File: src/sv/text_tile_background_pixel_defines.svh
// Assertion helpers shared by the tile fetch modules.
// Each macro expects clk and rst in scope.
`ifndef TEXT_TILE_BACKGROUND_PIXEL_DEFINES_SVH
`define TEXT_TILE_BACKGROUND_PIXEL_DEFINES_SVH

// Same-cycle implication.
`define TTBP_ASSERT_NOW(label, cond_a, cond_c, msg) \
  label: assert property (@(posedge clk) disable iff (rst) (cond_a) |-> (cond_c)) \
    else $error(msg);

// Next-cycle implication.
`define TTBP_ASSERT_NEXT(label, cond_a, cond_c, msg) \
  label: assert property (@(posedge clk) disable iff (rst) (cond_a) |=> (cond_c)) \
    else $error(msg);

`endif

File: src/sv/ttbp_pkg.sv
package ttbp_pkg;

  // Sizes of the video memory and the visible screen
  localparam int VIDEO_HALFWORDS = 32768;
  localparam int SCREEN_COLUMNS  = 240;
  localparam int SCREEN_ROWS     = 160;

  localparam int VADDR_W     = $clog2(VIDEO_HALFWORDS);
  localparam int VIDEO_BYTES = 2 * VIDEO_HALFWORDS;
  localparam int BYTE_ADDR_W = 17;
  localparam int PAL_DEPTH   = 256;

  localparam int QUEUE_DEPTH = 4;
  localparam int QPTR_W      = $clog2(QUEUE_DEPTH);
  localparam int QCNT_W      = QPTR_W + 1;

  // Item operation codes
  localparam logic [1:0] OP_VIDEO_WRITE   = 2'd0;
  localparam logic [1:0] OP_PALETTE_WRITE = 2'd1;
  localparam logic [1:0] OP_FETCH         = 2'd2;

  // Configuration register indexes
  localparam int CFG_INDEX_W = 3;
  localparam int CFG_DATA_W  = 9;
  localparam logic [CFG_INDEX_W-1:0] CFG_CHAR_BASE   = 3'd0;
  localparam logic [CFG_INDEX_W-1:0] CFG_MAP_BASE    = 3'd1;
  localparam logic [CFG_INDEX_W-1:0] CFG_WIDE_COLOUR = 3'd2;
  localparam logic [CFG_INDEX_W-1:0] CFG_MAP_SIZE    = 3'd3;
  localparam logic [CFG_INDEX_W-1:0] CFG_SCROLL_X    = 3'd4;
  localparam logic [CFG_INDEX_W-1:0] CFG_SCROLL_Y    = 3'd5;

  typedef struct packed {
    logic [1:0] char_base;
    logic [4:0] map_base;
    logic       wide_colour;
    logic [1:0] map_size;
    logic [8:0] scroll_x;
    logic [8:0] scroll_y;
  } cfg_t;

  typedef enum logic [1:0] {
    KIND_VIDEO   = 2'd0,
    KIND_PALETTE = 2'd1,
    KIND_FETCH   = 2'd2
  } kind_t;

  // Classified item: addr is the write address, or the map halfword for a fetch
  typedef struct packed {
    kind_t       kind;
    logic [14:0] addr;
    logic [15:0] data;
    logic [2:0]  tpx;
    logic [2:0]  tpy;
    logic        map_oob;
  } item_t;

  typedef struct packed {
    logic full;
    logic empty;
  } qstat_t;

endpackage

File: src/sv/ttbp_queue.sv
`include "text_tile_background_pixel_defines.svh"

module ttbp_queue (
  input  logic             clk,
  input  logic             rst,
  input  logic             push,
  input  ttbp_pkg::item_t  push_item,
  input  logic             pop,
  output ttbp_pkg::item_t  head,
  output ttbp_pkg::qstat_t qstat
);

  ttbp_pkg::item_t entries [ttbp_pkg::QUEUE_DEPTH];
  logic [ttbp_pkg::QPTR_W-1:0] wr_ptr;
  logic [ttbp_pkg::QPTR_W-1:0] rd_ptr;
  logic [ttbp_pkg::QCNT_W-1:0] count;
  logic full;
  logic empty;

  assign full  = count == ttbp_pkg::QCNT_W'(ttbp_pkg::QUEUE_DEPTH);
  assign empty = count == '0;
  assign qstat = '{full: full, empty: empty};
  assign head  = entries[rd_ptr];

  // Store pushed items
  always_ff @(posedge clk) begin
    if (push) begin
      entries[wr_ptr] <= push_item;
    end
  end

  // Advance pointers and occupancy
  always_ff @(posedge clk) begin
    if (rst) begin
      wr_ptr <= '0;
      rd_ptr <= '0;
      count  <= '0;
    end else begin
      if (push) begin
        wr_ptr <= (wr_ptr == ttbp_pkg::QPTR_W'(ttbp_pkg::QUEUE_DEPTH - 1)) ? '0 : wr_ptr + 1'b1;
      end
      if (pop) begin
        rd_ptr <= (rd_ptr == ttbp_pkg::QPTR_W'(ttbp_pkg::QUEUE_DEPTH - 1)) ? '0 : rd_ptr + 1'b1;
      end
      if (push && !pop) begin
        count <= count + 1'b1;
      end else if (pop && !push) begin
        count <= count - 1'b1;
      end
    end
  end

  `TTBP_ASSERT_NOW(q_count_bound, 1'b1, count <= ttbp_pkg::QCNT_W'(ttbp_pkg::QUEUE_DEPTH), "queue occupancy above depth")
  `TTBP_ASSERT_NOW(q_pop_nonempty, pop, !empty, "pop from empty queue")
  `TTBP_ASSERT_NEXT(q_push_grows, push && !pop, count == $past(count) + 1'b1, "push lost")

endmodule

File: config.mk
export PLATFORM = sky130hd
export DESIGN_NAME = ttbp_queue
export DESIGN_NICKNAME = d
export VERILOG_FILES = /design/src/sv/ttbp_pkg.sv /design/src/sv/ttbp_queue.sv
export VERILOG_INCLUDE_DIRS = /design/src /design/src/sv
export SDC_FILE = /design/constraint.sdc
export NUM_CORES = 1
export LEC_CHECK = 0
export ABC_CLOCK_PERIOD_IN_PS = 2700
export BUFFER_PORTS_ARGS = -buffer_cell sky130_fd_sc_hd__buf_4
export CORE_UTILIZATION = 57
export CTS_CLUSTER_SIZE = 28
export DETAILED_ROUTE_END_ITERATION = 8
export HOLD_SLACK_MARGIN = 0.03
export PLACE_DENSITY = 0.78
export SYNTH_ARGS = -nofsm -noshare
export SYNTH_HDL_FRONTEND = slang
export SYNTH_SLANG_ARGS = --single-unit
export TNS_END_PERCENT = 10
File: constraint.sdc
create_clock -name clk -period 2.7 [get_ports clk]
set_input_delay 0.27 -clock clk [delete_from_list [all_inputs] [get_ports clk]]
set_output_delay 0.27 -clock clk [all_outputs]
set_load 0.02 [all_outputs]
; ---- Yosys cells after proc, flatten, opt, wreduce, memory -nomap -nowiden
; Memories as Yosys holds them, arrays and structs flattened. A register that Yosys moved wholly into a read port is not among the register bits.
; Index checks and enable logic that the tools add are counted.
; Widths: inputs -> output; s select.
[word_totals]
reg_bits = 7
ramBits = 160
output_inout_bits = 42
n_memories = 1
[mem_list]
columns = name, depth, word_bits, read_ports, rd_ports_with_merged_regs, write_ports, line
row1 = entries, 4, 40, 1, 1, 1, ttbp_queue.sv:13  ; ttbp_pkg::item_t entries [ttbp_pkg::QUEUE_DEPTH];
[op_classes]
add_sub_neg = 4
eq_ne = 3
n_reduce_logical = 6
mux = 8
[op_table]
columns = operator, count
row1 = $mux 2, 4
row2 = $mux 3, 2
row3 = $add 2x1->2 const B, 2
row4 = $eq 2x2->1 const B, 2
row5 = $add 3x1->3 const B, 1
row6 = $eq 3x3->1 const B, 1
row7 = $logic_not 3->1, 1
row8 = $sub 3x1->3 const B, 1
row9 = $logic_and 1x1->1, 2
row10 = $logic_not 1->1, 2
row11 = $mux 1, 2
row12 = $reduce_bool 2->1, 1

; ---- Depth between registers and ports, before layout
[depth]
depth_word = 4
depth_mapped = 7

; ---- Least setup slack after synthesis
; Ideal clock, no wire load.
[synth_timing]
kind = flip-flop to flip-flop
from = register wr_ptr[0] (netlist name)
to = memory entries[3][0] (netlist name) (enable)
arrival_ns = 1.519
stages_incl_launch_ff = 3
setup_time_ns = 0.401
t_required_ns = 2.299
slack_ns = 0.780
period_less_slack_ns = 1.920
path_cell_list = dfxtp_1 > ha_1 > and2_1
[synth_lines]
columns = element, line
row1 = start: declaration, ttbp_queue.sv:14  ; logic [ttbp_pkg::QPTR_W-1:0] wr_ptr;
row2 = start signal: assignment, ttbp_queue.sv:40  ; wr_ptr <= (wr_ptr == ttbp_pkg::QPTR_W'(ttbp_pkg::QUEUE_DEPTH - 1)) ? '0 : wr_ptr + 1'b1;
row3 = end: declaration, ttbp_queue.sv:13
; No word-level cell before the write port.

==> results.md <==
- CP endpoint kind: output port
- Final setup skew: 0.00879 ns
- Remaining global-route overflow: 0
- Cell area after synthesis: between 6000 and 7000 um^2
- Hold Slack: 0.0802 ns
- Fillers: 568
- Yosys warning count: 0
- Row count: 37
- Hpwl dp: 6560 um
- Net count reported at finish: 451
- Routed WL: 11300 um
- Share of layout cells above drive strength 1: around 41%
- Via density: 5.54
- WHS Path Cells: 3
- Die area: 11400 um^2
- Critical path class: flip-flop to output port
- CTS tree: built
- Slew Viols, Final: 0
- Logic gate share of total power: 11.4%
- Post-Syn Nets: 306
- Crit-path max FO: 22
- Layout Cell Area excl Fill: 8040 um^2
- Seq pwr share: 51.7%
- Setup repair after global routing missed its margin: no
- Initial antenna violation count: 0
- Register area: 4990 um^2
- Relative slew slack: between 50% and 60%
- CTS sink count: about 170
- Static leakage: 2.81 nW
- MaxCap Viol Count: 0
- Critical path arrival: 2.14 ns
- Cell internal pwr: 0.00456 W
- Largest net degree at the start of global routing: 29
- DR iter-0 viols: between 150 and 200
- Port bufs: 85
- Post-synth cell types: 19
- Hold Crit Class: input pin to flip-flop
- Fmax: a little over 0.4 GHz
- Die X: 107 um
- Setup crit end: head[18]
- Minimum clock period: 2.41 ns
- Startpoint Class: flip-flop
- Reg2reg end: entries[0][14]
- Multi-input logic area: 1150 um^2
- Power share of the clock group: 36.9%
- Fin. Hold Viols: 0
- Clock-pin slew on the worst setup and hold paths: ~0.070 ns
- Initial Utilization: 59.7%
- Clock Tree Root: clkbuf_8
- Sequential area share after synthesis: 79.5%
- Fin crit share: 89.3%
- Sw frac: 22.9%
- CTS Buf Count: 17
- Core Area: 10500 um^2
- #FFs+latches synth: between 150 and 200
- Post-Place Cell Area: about 7100 um^2
- Placer Congestion: a little over 0.7
- Syn Area/Cell: 24.6 um^2
- # H-tree levels: 4
- PD cells: 736 nW/um^2
- Worst-Margin Slew: 0.631 ns
- Reg2reg setup slack: between 0.9 and 1 ns
- Endpoints failing setup: 0
- Number of gates resized after CTS: 0
- Overall Global Routing Usage: 21.9%
- Critical Path RT: 2.43 ns
- Max VDD drop: 0.432 mV
- Remaining DRCs: 0
- Area grow syn2layout: 28.1%
- Setup TNS: 0 ns
- Clk_lat worst skew: about 0.52 ns
- Ant. Diodes: 0
- CTS max path bufs: 2
- Outcome: finished clean
- First-pass GRT wire length: 17500 um
- ANT nets after route: 0
- Ports: 86
- Routed vias: approximately 3000
- Cells after synthesis: approximately 260
- Worst reg2reg startpoint: wr_ptr[0]
- Routed WL per cell: 20.5 um
- P_sw: 0.00136 W
- Reg2reg path depth: 4
- Vert. Die Dim: about 110 um
- Drt pass-1 iters: 7
- Hold Crit Start: pop
- Vias in the first global route: 3368
==> cell usage in the layout (no fill, tap or decap) <==
cell type      count
nor3b_1            2
inv_1              4
dfxtp_2            1
edfxtp_1         160
clkinv_4           3
clkbuf_8           1
buf_12             3
mux4_2            40
inv_6              3
ha_1               6
dlygate4sd3_1     42
clkinv_1           3
fa_1               1
xor2_1             2
clkbuf_16         16
a21oi_1            2
dfxtp_4            1
buf_4             92
clkinvlp_4         3
bufinv_16          1
and2_2             4
or3_1              1
nor3_1             1
dfxtp_1            7
clkinv_2           2
mux2i_1            4
o21ai_0            1
nor2_1             7
==> logic make-up (layout without fill, tap and decap cells) <==
group	after synthesis	in the layout	synth area share, %
buffers and inverters	15	173	2.25
xor gates and xnor gates	2	2	0.279
muxes	44	44	15.0
adders and majority gates	7	7	1.52
and+or+nand+nor	15	15	1.24
AOI/OAI and AO/OA	3	3	0.239
DFF	169	169	79.5
==> synth_stat cells (all sizes together) <==
master	number	share of area (%)
nor2	7	0.42
inv	4	0.24
edfxtp	160	77
a21oi	2	0.16
dfxtp	9	2.9
nor3b	2	0.24
fa	1	0.32
nor3	1	0.080
mux4	40	14
or3	1	0.10
xor2	2	0.28
buf	11	2.0
mux2i	4	0.64
o21ai	1	0.080
ha	6	1.2
and2	4	0.40
==> repair_timing <==
action	4_1_cts	5_1_grt
hold buffers	42	0
buffers inserted	0	0
hold endpoints to repair	169	0
setup endpoints to repair	0	0
==> worst min path at each step <==
stage / slack, ns / end
floorplan: 0.34 / count[2]
global placement: 0.47 / entries[2][1]
global route: 0.06 / rd_ptr[1]
detailed placement: 0.47 / entries[0][19]
CTS: 0.05 / rd_ptr[1]
finish: 0.08 / rd_ptr[1]
==> worst max-delay path: stages (launching register included) <==
cell and delay (ns):
dfxtp_4 0.61, buf_12 0.27, mux4_2 0.55, buf_4 0.18
==> per-layer routing <==
metal  part of all wire (%)  track usage [%]  up-vias
met3                    5.4             6.81        9
li1                       -                -     1357
met2                     52             35.7      110
met5                      0                0        -
met1                     41             27.7     1563
met4                    1.0             8.61        0
==> stage by stage <==
step	setup WS [ns]	util, %	cells	power, W
floorplan	0.780	-	255	0.00348
global placement	0.796	67.3	475	0.00372
detailed placement	0.782	67.3	475	0.00374
CTS	0.199	76.5	549	0.00596
global route	0.147	76.5	549	0.00611
finish	0.288	76.5	549	0.00592
==> registers in the layout, indices dropped and copies added, names as in the netlist, named ones only <==
name	flops
rd_ptr	2
count	3
entries	160
wr_ptr	2
==> area by class of cell <==
type	instances	share of cell area, %
clock inverters	15	1.57
well taps	136	2.12
inverters	4	0.187
multi-input cells	71	14.3
flip-flops and latches	169	62.1
clock buffers	17	5.15
repair buffers	137	14.6
==> power by group through the flow <==
stage	Combinational (W)	Sequential, W	Clock [W]
final	0.000677	0.00306	0.00218
after global routing	0.000719	0.00307	0.00233
after CTS	0.000684	0.00306	0.00222
after detailed placement	0.000628	0.00311	0
after global placement	0.000615	0.00310	0
after floorplan	0.000395	0.00308	0
Note: power is estimated with default switching activity, not from simulation.
