===== src/sv/text_tile_background_pixel_defines.svh =====
// Assertion helpers shared by the tile fetch modules.
// Each macro expects clk and rst in scope.
`ifndef TEXT_TILE_BACKGROUND_PIXEL_DEFINES_SVH
`define TEXT_TILE_BACKGROUND_PIXEL_DEFINES_SVH

// Same-cycle implication.
`define TTBP_ASSERT_NOW(label, cond_a, cond_c, msg) \
  label: assert property (@(posedge clk) disable iff (rst) (cond_a) |-> (cond_c)) \
    else $error(msg);

// Next-cycle implication.
`define TTBP_ASSERT_NEXT(label, cond_a, cond_c, msg) \
  label: assert property (@(posedge clk) disable iff (rst) (cond_a) |=> (cond_c)) \
    else $error(msg);

`endif


===== src/sv/ttbp_pkg.sv =====
package ttbp_pkg;

  // Sizes of the video memory and the visible screen
  localparam int VIDEO_HALFWORDS = 32768;
  localparam int SCREEN_COLUMNS  = 240;
  localparam int SCREEN_ROWS     = 160;

  localparam int VADDR_W     = $clog2(VIDEO_HALFWORDS);
  localparam int VIDEO_BYTES = 2 * VIDEO_HALFWORDS;
  localparam int BYTE_ADDR_W = 17;
  localparam int PAL_DEPTH   = 256;

  localparam int QUEUE_DEPTH = 4;
  localparam int QPTR_W      = $clog2(QUEUE_DEPTH);
  localparam int QCNT_W      = QPTR_W + 1;

  // Item operation codes
  localparam logic [1:0] OP_VIDEO_WRITE   = 2'd0;
  localparam logic [1:0] OP_PALETTE_WRITE = 2'd1;
  localparam logic [1:0] OP_FETCH         = 2'd2;

  // Configuration register indexes
  localparam int CFG_INDEX_W = 3;
  localparam int CFG_DATA_W  = 9;
  localparam logic [CFG_INDEX_W-1:0] CFG_CHAR_BASE   = 3'd0;
  localparam logic [CFG_INDEX_W-1:0] CFG_MAP_BASE    = 3'd1;
  localparam logic [CFG_INDEX_W-1:0] CFG_WIDE_COLOUR = 3'd2;
  localparam logic [CFG_INDEX_W-1:0] CFG_MAP_SIZE    = 3'd3;
  localparam logic [CFG_INDEX_W-1:0] CFG_SCROLL_X    = 3'd4;
  localparam logic [CFG_INDEX_W-1:0] CFG_SCROLL_Y    = 3'd5;

  typedef struct packed {
    logic [1:0] char_base;
    logic [4:0] map_base;
    logic       wide_colour;
    logic [1:0] map_size;
    logic [8:0] scroll_x;
    logic [8:0] scroll_y;
  } cfg_t;

  typedef enum logic [1:0] {
    KIND_VIDEO   = 2'd0,
    KIND_PALETTE = 2'd1,
    KIND_FETCH   = 2'd2
  } kind_t;

  // Classified item: addr is the write address, or the map halfword for a fetch
  typedef struct packed {
    kind_t       kind;
    logic [14:0] addr;
    logic [15:0] data;
    logic [2:0]  tpx;
    logic [2:0]  tpy;
    logic        map_oob;
  } item_t;

  typedef struct packed {
    logic full;
    logic empty;
  } qstat_t;

endpackage


===== src/sv/ttbp_front.sv =====
module ttbp_front (
  input  ttbp_pkg::cfg_t   cfg,
  input  logic             req_valid,
  input  logic [1:0]       op,
  input  logic [14:0]      write_addr,
  input  logic [15:0]      write_data,
  input  logic [7:0]       pixel_x,
  input  logic [7:0]       pixel_y,
  input  ttbp_pkg::qstat_t qstat,
  output logic             req_stall,
  output logic             push,
  output ttbp_pkg::item_t  push_item
);

  logic        wide;
  logic        tall;
  logic [8:0]  sum_x;
  logic [8:0]  sum_y;
  logic [8:0]  px;
  logic [8:0]  py;
  logic [1:0]  block_off;
  logic [5:0]  map_blk;
  logic [15:0] map_half;
  logic        map_oob;
  logic        on_screen;
  logic        video_ok;
  logic        palette_ok;
  logic        keep;
  ttbp_pkg::kind_t kind;

  // Scroll and wrap to the map size
  assign wide  = cfg.map_size[0];
  assign tall  = cfg.map_size[1];
  assign sum_x = 9'(pixel_x) + cfg.scroll_x;
  assign sum_y = 9'(pixel_y) + cfg.scroll_y;
  assign px    = {sum_x[8] & wide, sum_x[7:0]};
  assign py    = {sum_y[8] & tall, sum_y[7:0]};

  // Pick the 32x32 sub-screen and form the map halfword address
  assign block_off = {1'b0, px[8]} + (py[8] ? (wide ? 2'd2 : 2'd1) : 2'd0);
  assign map_blk   = 6'(cfg.map_base) + 6'(block_off);
  assign map_half  = {map_blk, py[7:3], px[7:3]};
  assign map_oob   = map_half >= 16'(ttbp_pkg::VIDEO_HALFWORDS);

  // Range checks
  assign on_screen  = (10'(pixel_x) < 10'(ttbp_pkg::SCREEN_COLUMNS)) &&
                      (10'(pixel_y) < 10'(ttbp_pkg::SCREEN_ROWS));
  assign video_ok   = 16'(write_addr) < 16'(ttbp_pkg::VIDEO_HALFWORDS);
  assign palette_ok = 16'(write_addr) < 16'(ttbp_pkg::PAL_DEPTH);

  // Classify the op; drop items that leave no trace
  always_comb begin
    unique case (op)
      ttbp_pkg::OP_VIDEO_WRITE: begin
        kind = ttbp_pkg::KIND_VIDEO;
        keep = video_ok;
      end
      ttbp_pkg::OP_PALETTE_WRITE: begin
        kind = ttbp_pkg::KIND_PALETTE;
        keep = palette_ok;
      end
      ttbp_pkg::OP_FETCH: begin
        kind = ttbp_pkg::KIND_FETCH;
        keep = on_screen;
      end
      default: begin
        kind = ttbp_pkg::KIND_FETCH;
        keep = 1'b0;
      end
    endcase
  end

  assign req_stall = qstat.full;
  assign push      = req_valid && !req_stall && keep;

  always_comb begin
    push_item.kind    = kind;
    push_item.addr    = (kind == ttbp_pkg::KIND_FETCH) ? map_half[14:0] : write_addr;
    push_item.data    = write_data;
    push_item.tpx     = px[2:0];
    push_item.tpy     = py[2:0];
    push_item.map_oob = map_oob;
  end

endmodule


===== config.mk =====
export PLATFORM = sky130hd
export DESIGN_NAME = ttbp_front
export DESIGN_NICKNAME = d
export VERILOG_FILES = /design/src/sv/text_tile_background_pixel_defines.svh /design/src/sv/ttbp_pkg.sv /design/src/sv/ttbp_front.sv
export SDC_FILE = /design/constraint.sdc
export NUM_CORES = 1
export LEC_CHECK = 0
export ABC_AREA = 1
export BUFFER_PORTS_ARGS = -buffer_cell sky130_fd_sc_hd__buf_4
export CORE_MARGIN = 2
export CORE_UTILIZATION = 42
export DETAILED_ROUTE_END_ITERATION = 7
export PLACE_DENSITY_LB_ADDON = 0.05
export SLEW_MARGIN = 30
export SYNTH_ARGS = -nofsm -noshare
export SYNTH_HDL_FRONTEND = slang
export SYNTH_SLANG_ARGS = --single-unit

===== constraint.sdc =====
create_clock -name vclk -period 5.3
set_clock_uncertainty 0.05 [all_clocks]
set_input_delay 0.265 -clock vclk [all_inputs]
set_output_delay 0.265 -clock vclk [all_outputs]
set_load 0.02 [all_outputs]

### After elaboration in Yosys (flattened, before gate mapping)

Cells that the tools add are included.

* add/subtract/negate cells: 4
* reductions and logical operators: 5
* order comparisons: 4
* multiplexer cells: 5
* bitwise logic cells: 2
* eq/ne operators: 3

Operator list (count)
* $add A8 B9 Y9: 2
* $ge A16 B16 Y1 const B: 1
* $lt A8 B8 Y1 const B: 2
* $lt A15 B9 Y1 const B: 1
* $mux W15: 1
* $add A5 B2 Y6: 1
* $eq A2 B2 Y1 const B: 2
* $mux W2: 2
* $pmux W2 S2: 1
* $logic_and A1 B1 Y1: 3
* $pmux W1 S3: 1
* $add A1 B2 Y2: 1
* $and A1 B1 Y1: 2
* $eq A2 B1 Y1 const B: 1
* $logic_not A2 Y1: 1
* $logic_not A1 Y1: 1

* bits in registers: 0
* logic and storage cells: 23

### Logic depth before layout (Yosys ltp)

Gate-level depths: netlist (run 1).

* depth after elaboration: 6
* depth in mapped cells: 19
* gate-level depth less buffers: 19

### Least setup slack after synthesis (run 1)

OpenSTA, ideal clock, no wires.

* path type: input-to-output
* from: in cfg[0] (netlist name)
* to: out push_item[37] (netlist name)
* setup slack: 2.264 ns
* path buffers: 0
* data arrival time: 2.721 ns
* stages on the path: 19
* path through: ha_1 inv_1 fa_1 inv_1 nand2_1 nand2_1 nand3_1 nand2_1 nand2_1 nand2_1 nand3_1 nand2_1 ha_1 inv_1 fa_1 inv_1 nand3_1 xor2_1 o21ai_0

RTL lines
* start, declared: line ttbp_front.sv:2 `input ttbp_pkg::cfg_t cfg,`
* end, declared: line ttbp_front.sv:12 `output ttbp_pkg::item_t push_item`

==> results of run 1 <==
-- layer usage --
metal  routed length [µm]  up-vias  part of all wire  GRT usage
li1                     -      832                 -          -
met1                 1407      623              0.42     0.2301
met2                 1556       64              0.47     0.3270
met3                  344        2              0.10    0.01758
met4                    4        0            0.0012   0.003247
met5                    0        -                 0          0
-- stage by stage --
| stage | area (µm²) | hold WS [ns] | cells |
|---|---|---|---|
| finish | 1789 | 0.4800 | 323 |
| CTS | 1789 | 0.4803 | 323 |
| detailed placement | 1789 | 0.4803 | 323 |
| floorplan | 1261 | 0.5926 | 228 |
| global placement | 1789 | 0.4803 | 323 |
| global route | 1789 | 0.4800 | 323 |
-- final timing paths --
| check | startpoint | end | slack (ns) | cells after the start |
|---|---|---|---|---|
| setup / recovery | cfg[0] | push_item[37] | 2.17 | 21 |
| hold / removal | write_data[7] | push_item[14] | 0.48 | 0 |
-- cells in the final DEF, fill, tap and decap left out, types with 3 or more instances in the layout --
master / count
nand2_1: 78
o21ai_0: 4
nor2_1: 15
inv_1: 30
buf_4: 86
a21oi_1: 8
xnor2_1: 3
ha_1: 18
nand3b_1: 5
fa_1: 3
nand3_1: 23
-- power by group --
| part | internal [W] | total, W | switching (W) |
|---|---|---|---|
| sequential | 0 | 0 | 0 |
| clock | 0 | 0 | 0 |
| combinational | 0.0000969 | 0.000202 | 0.000105 |
| total | 0.0000969 | 0.000202 | 0.000105 |
-- cells by family after synthesis --
group           after synthesis  synth area share
compound gates               17           0.07242
xor+xnor                      4           0.02778
fa+ha+maj                    21            0.2262
buf+inv                      56            0.2252
simple gates                130            0.4484
-- area by class of cell --
class                           instances  share of cell area
Multi-Input combinational cell        172              0.5462
Inverter                               34             0.07133
Timing Repair Buffer                   86              0.3608
Tap cell                               31             0.02168
==> metrics.md, run 1 <==
| Metric | Value |
|---|---|
| Setup-failing EPs final | 0 |
| Crit Path Category | primary input to primary output |
| Pin count of the biggest net entering global routing | 18 |
| HPWL after DPL | 2987 µm |
| Maximum VDD drop | 0.05085 mV |
| Initial antenna violation count | 0 |
| Antenna-violating nets left | 0 |
| CP max-delay cell | fa_1 |
| Critical path arrival | 2.81 ns |
| Inserted Diodes | 0 |
| Req. time, crit path | 4.99 ns |
| Final core occ | 0.6378 |
| Peak fanout along the critical path | 3 |
| Hold_buf cts | 0 |
| Max Cap Viol | 0 |
| Vias in the first global route | 1261 |
| Yosys warnings | 0 |
| Failing checks | design-rule violations |
| Num rows | 19 |
| CORE AREA | 0.002805 mm² |
| Fmax | 0.3195 GHz |
| Worst Hold Class | primary input to primary output |
| Num ports | 122 |
| GRT Total Usage | 0.1757 |
| Routed WL | 3312 µm |
| Period Utilization, post-route | 0.5905 |
| Synth top area cells | nand2_1 23%, ha_1 18%, buf_4 11% |
| First-pass GRT wire length | 5043 µm |
| Area leader, netlist | nand2_1 |
| Clkbuf count | 0 |
| Synth Net Count | 329 |
| Number of remaining DRC errors | 7 |
| Area of the multi-input gates | 977.2 µm² |
| Crit end category | primary output |
| Synth top area share | 0.2321 |
| Worst path buffer plus inverter count | 6 |
| DRT Pass-1 Iters | 6 |
| Dpl ws | 2.169 ns |
| Die Span X | 58.80 µm |
| Initial core utilization | 0.4496 |
| Status | finished, violations left |
| Die ar. | 0.003457 mm² |
| Share of cells above drive strength 1 | 0.3116 |
| Delay-heaviest family, CP | adder cells |
| GP Congestion | 0.8826 |
| Post-Syn Area | 0.001261 mm² |
| RSZ-0062 raised after global routing | false |
| GRT overflow | 0 |
| Fin Setup TNS | 0 ns |
| Leakage | 1.091 nW |
| Critical path, cell by cell | buf_4 -> ha_1 -> inv_1 -> fa_1 -> inv_1 -> nand2_1 -> nand2_1 -> nand3_1 -> nand2_1 -> nand2_1 -> nand2_1 -> nand3_1 -> nand2_1 -> ha_1 -> inv_1 -> fa_1 -> inv_1 -> nand3_1 -> xor2_1 -> o21ai_0 -> buf_4 |
| Register area | 0 µm² |
| Syn_area_per_cell | 5.532 µm² |
| Sequential fraction of the synthesis area | 0 |
| Crit start category | primary input |
| Final worst slack | 2.170 ns |
| Worst stage delay on the critical path | 0.39 ns |
| Most common cell in the netlist | nand2_1 |
| Fillers | 297 |
| P per Cell Area | 112.8 mW/mm² |
| Seq cells | 0 |
| Worst rel slew slack | 0.7954 |
| Via count | 1521 |
| Post-CTS Resized | 0 |
| Hold Fails Final Rpt | 0 |
| Slew at the pin with the worst max-slew slack | 0.3064 ns |
| Layout Area Growth over Synthesis | 41.87% |
| First DRT Iteration DRCs | 36 |
| Syn Inst Count | 228 |
| WL/cell | 10.25 µm |
| Slew Viols, Final | 0 |
| Crit-path most repeated cell | nand2_1 |
| Port bufs | 86 |
| Post-CTS Setup Bufs | 0 |
| Most frequent cells after synthesis | 78 x nand2_1, 30 x inv_1, 23 x nand3_1 |
| NumNets Final | 395 |
| Total power | 0.0002018 W |
| Tmin final | 3.130 ns |
| Die Ht | 58.80 µm |
| Vias per inst | 4.709 |
| Yosys cell types | 26 |
Note: power is estimated with default switching activity, not from simulation.
==> inputs of run 2 (changes only) <==
--- a/config.mk
+++ b/config.mk
@@ -8,7 +8,7 @@
 export ABC_AREA = 1
 export BUFFER_PORTS_ARGS = -buffer_cell sky130_fd_sc_hd__buf_4
 export CORE_MARGIN = 2
-export CORE_UTILIZATION = 42
+export CORE_UTILIZATION = 35
 export DETAILED_ROUTE_END_ITERATION = 7
 export PLACE_DENSITY_LB_ADDON = 0.05
 export SLEW_MARGIN = 30
==> constraint.sdc (replaced) <==
create_clock -name vclk -period 2.8
set_clock_uncertainty 0.05 [all_clocks]
set_input_delay 0.14 -clock vclk [all_inputs]
set_output_delay 0.14 -clock vclk [all_outputs]
set_load 0.02 [all_outputs]
==> run 2 against run 1 <==
Compared with the run above: combinational power up 100%; total power up 100%; final area up 7.1%; the flow now finishes without violations; highest routed layer unchanged; global-route usage down 0.56 points; setup slack worse by 2.0 ns; count of clock-buffer cells in the layout unchanged; critical path depth unchanged.
==> metrics.md, run 2 (synthesis results as in run 1) <==
| Metric | Value |
|---|---|
| Most common cell after layout, fill and taps aside | buf_4 |
| DRT Pass-1 Iters | 4 |
| First DRT Iteration DRCs | 38 |
| Slew Viols, Final | 0 |
| Max Cap Viol | 0 |
| Crit end category | primary output |
| Initial antenna violation count | 0 |
| Hold_buf cts | 0 |
| GRT overflow | 0 |
| Die ar. | 0.004100 mm² |
| Worst rel slew slack | 0.7816 |
| Via count | 1585 |
| Leakage | 1.124 nW |
| Setup-failing EPs final | 0 |
| Placed cells | 343 |
| Peak fanout along the critical path | 2 |
| Period Utilization, post-route | 0.9454 |
| Number of remaining DRC errors | 0 |
| Hold_ws | 0.2300 ns |
| Inserted Diodes | 0 |
| P per Cell Area | 214.7 mW/mm² |
| Share of cells above drive strength 1 | 0.3746 |
| Critical path arrival | 2.46 ns |
| Seq cells | 0 |
| Crit start category | primary input |
| Cell area after layout | 0.001917 mm² |
| Critical path destination | push_item[37] |
| CORE AREA | 0.003390 mm² |
| Cell Area, Placed | 0.001846 mm² |
| Layout Area Growth over Synthesis | 51.98% |
| GP Congestion | 0.8378 |
| Req. time, crit path | 2.61 ns |
| Routed WL | 3618 µm |
| Crit. Startpoint | cfg[0] |
| Initial core utilization | 0.3721 |
| Num rows | 21 |
| Worst Hold Class | primary input to primary output |
| Antenna-violating nets left | 0 |
| Fillers | 363 |
| Final Non-Filler Cells | 345 |
| Num ports | 122 |
| WL/cell | 10.49 µm |
| Slew at the pin with the worst max-slew slack | 0.3272 ns |
| GRT Total Usage | 0.1702 |
| Port bufs | 86 |
| Maximum VDD drop | 0.08384 mV |
| Vias in the first global route | 1460 |
| Status | finished, final reports clean |
| Commonest non-fill, non-tap cells in the layout | 93 x buf_4, 75 x nand2_1, 27 x inv_1, 20 x nand3_1, 16 x ha_1 |
| Vias per inst | 4.594 |
| Register area | 0 µm² |
| Die Ht | 64.03 µm |
| Crit Path Category | primary input to primary output |
| Hold Fails Final Rpt | 0 |
| HPWL after DPL | 3001 µm |
| Final core occ | 0.5655 |
| First-pass GRT wire length | 6009 µm |
| Total power | 0.0004115 W |
| Clkbuf count | 0 |
| Fmax | 0.3778 GHz |
| Die Span X | 64.03 µm |
| NumNets Final | 402 |
| Tmin final | 2.647 ns |
| Pin count of the biggest net entering global routing | 18 |
==> run 2: cell types whose count changed in the layout (fill, tap and decap cells not counted), sizes merged <==
cell,change
buf,+7
==> run 2: worst min-delay path by stage <==
stage	start	to	slack [ns]	depth (start not counted)
after floorplan	write_data[3]	push_item[10]	0.34	1
after global placement	write_data[5]	push_item[12]	0.23	0
after detailed placement	write_data[5]	push_item[12]	0.23	0
after CTS	write_data[5]	push_item[12]	0.23	0
after global routing	write_data[7]	push_item[14]	0.23	0
final	write_data[15]	push_item[22]	0.23	0
==> run 2: worst max-delay path: stages <==
cell and delay (ns):
buf_4 0.10, ha_4 0.13, inv_1 0.05, fa_2 0.37, inv_2 0.05, nand2_1 0.05, nand2_2 0.07, nand3_2 0.07
nand2_1 0.07, nand2_1 0.06, nand2_2 0.07, nand3_2 0.06, nand2_2 0.09, ha_4 0.14, inv_2 0.03, fa_2 0.36
inv_2 0.08, nand3_2 0.06, xor2_1 0.14, o21ai_1 0.12, buf_4 0.16
==> run 2: power by group <==
part           total [W]  switching [W]  internal, W
clock                  0              0            0
sequential             0              0            0
combinational   0.000411       0.000211     0.000200
==> run 2: layout make-up <==
cell class	instances	area (µm²)	share of cell area
Inverter	34	127.6	0.06658
Multi-Input combinational cell	172	1033	0.5392
Tap cell	46	57.56	0.03003
Timing Repair Buffer	93	698.2	0.3642
==> run 2: through the flow <==
step | setup TNS, ns | worst slack (ns)
2_1_floorplan | 0 | 0.01374
4_1_cts | 0 | 0.009588
6_report | 0 | 0.1529
3_3_place_gp | 0 | 0.0006424
5_1_grt | -0.02262 | -0.01761
3_5_place_dp | -0.03822 | -0.03822
==> run 2: metal layers <==
metal / wire (µm) / share of wire / vias to the layer above / track usage
met4: 82 / 0.023 / 0 / 0.03533
met2: 1695 / 0.47 / 52 / 0.2904
li1: - / - / 843 / -
met1: 1540 / 0.43 / 672 / 0.2279
met5: 0 / 0 / - / 0
met3: 299 / 0.083 / 18 / 0.02113
==> run 2: timing repair <==
action / in CTS / in global routing
pin swaps: 0 / 5
resized for setup: 1 / 16
setup endpoints to repair: 1 / 4
buffers inserted: 0 / 2
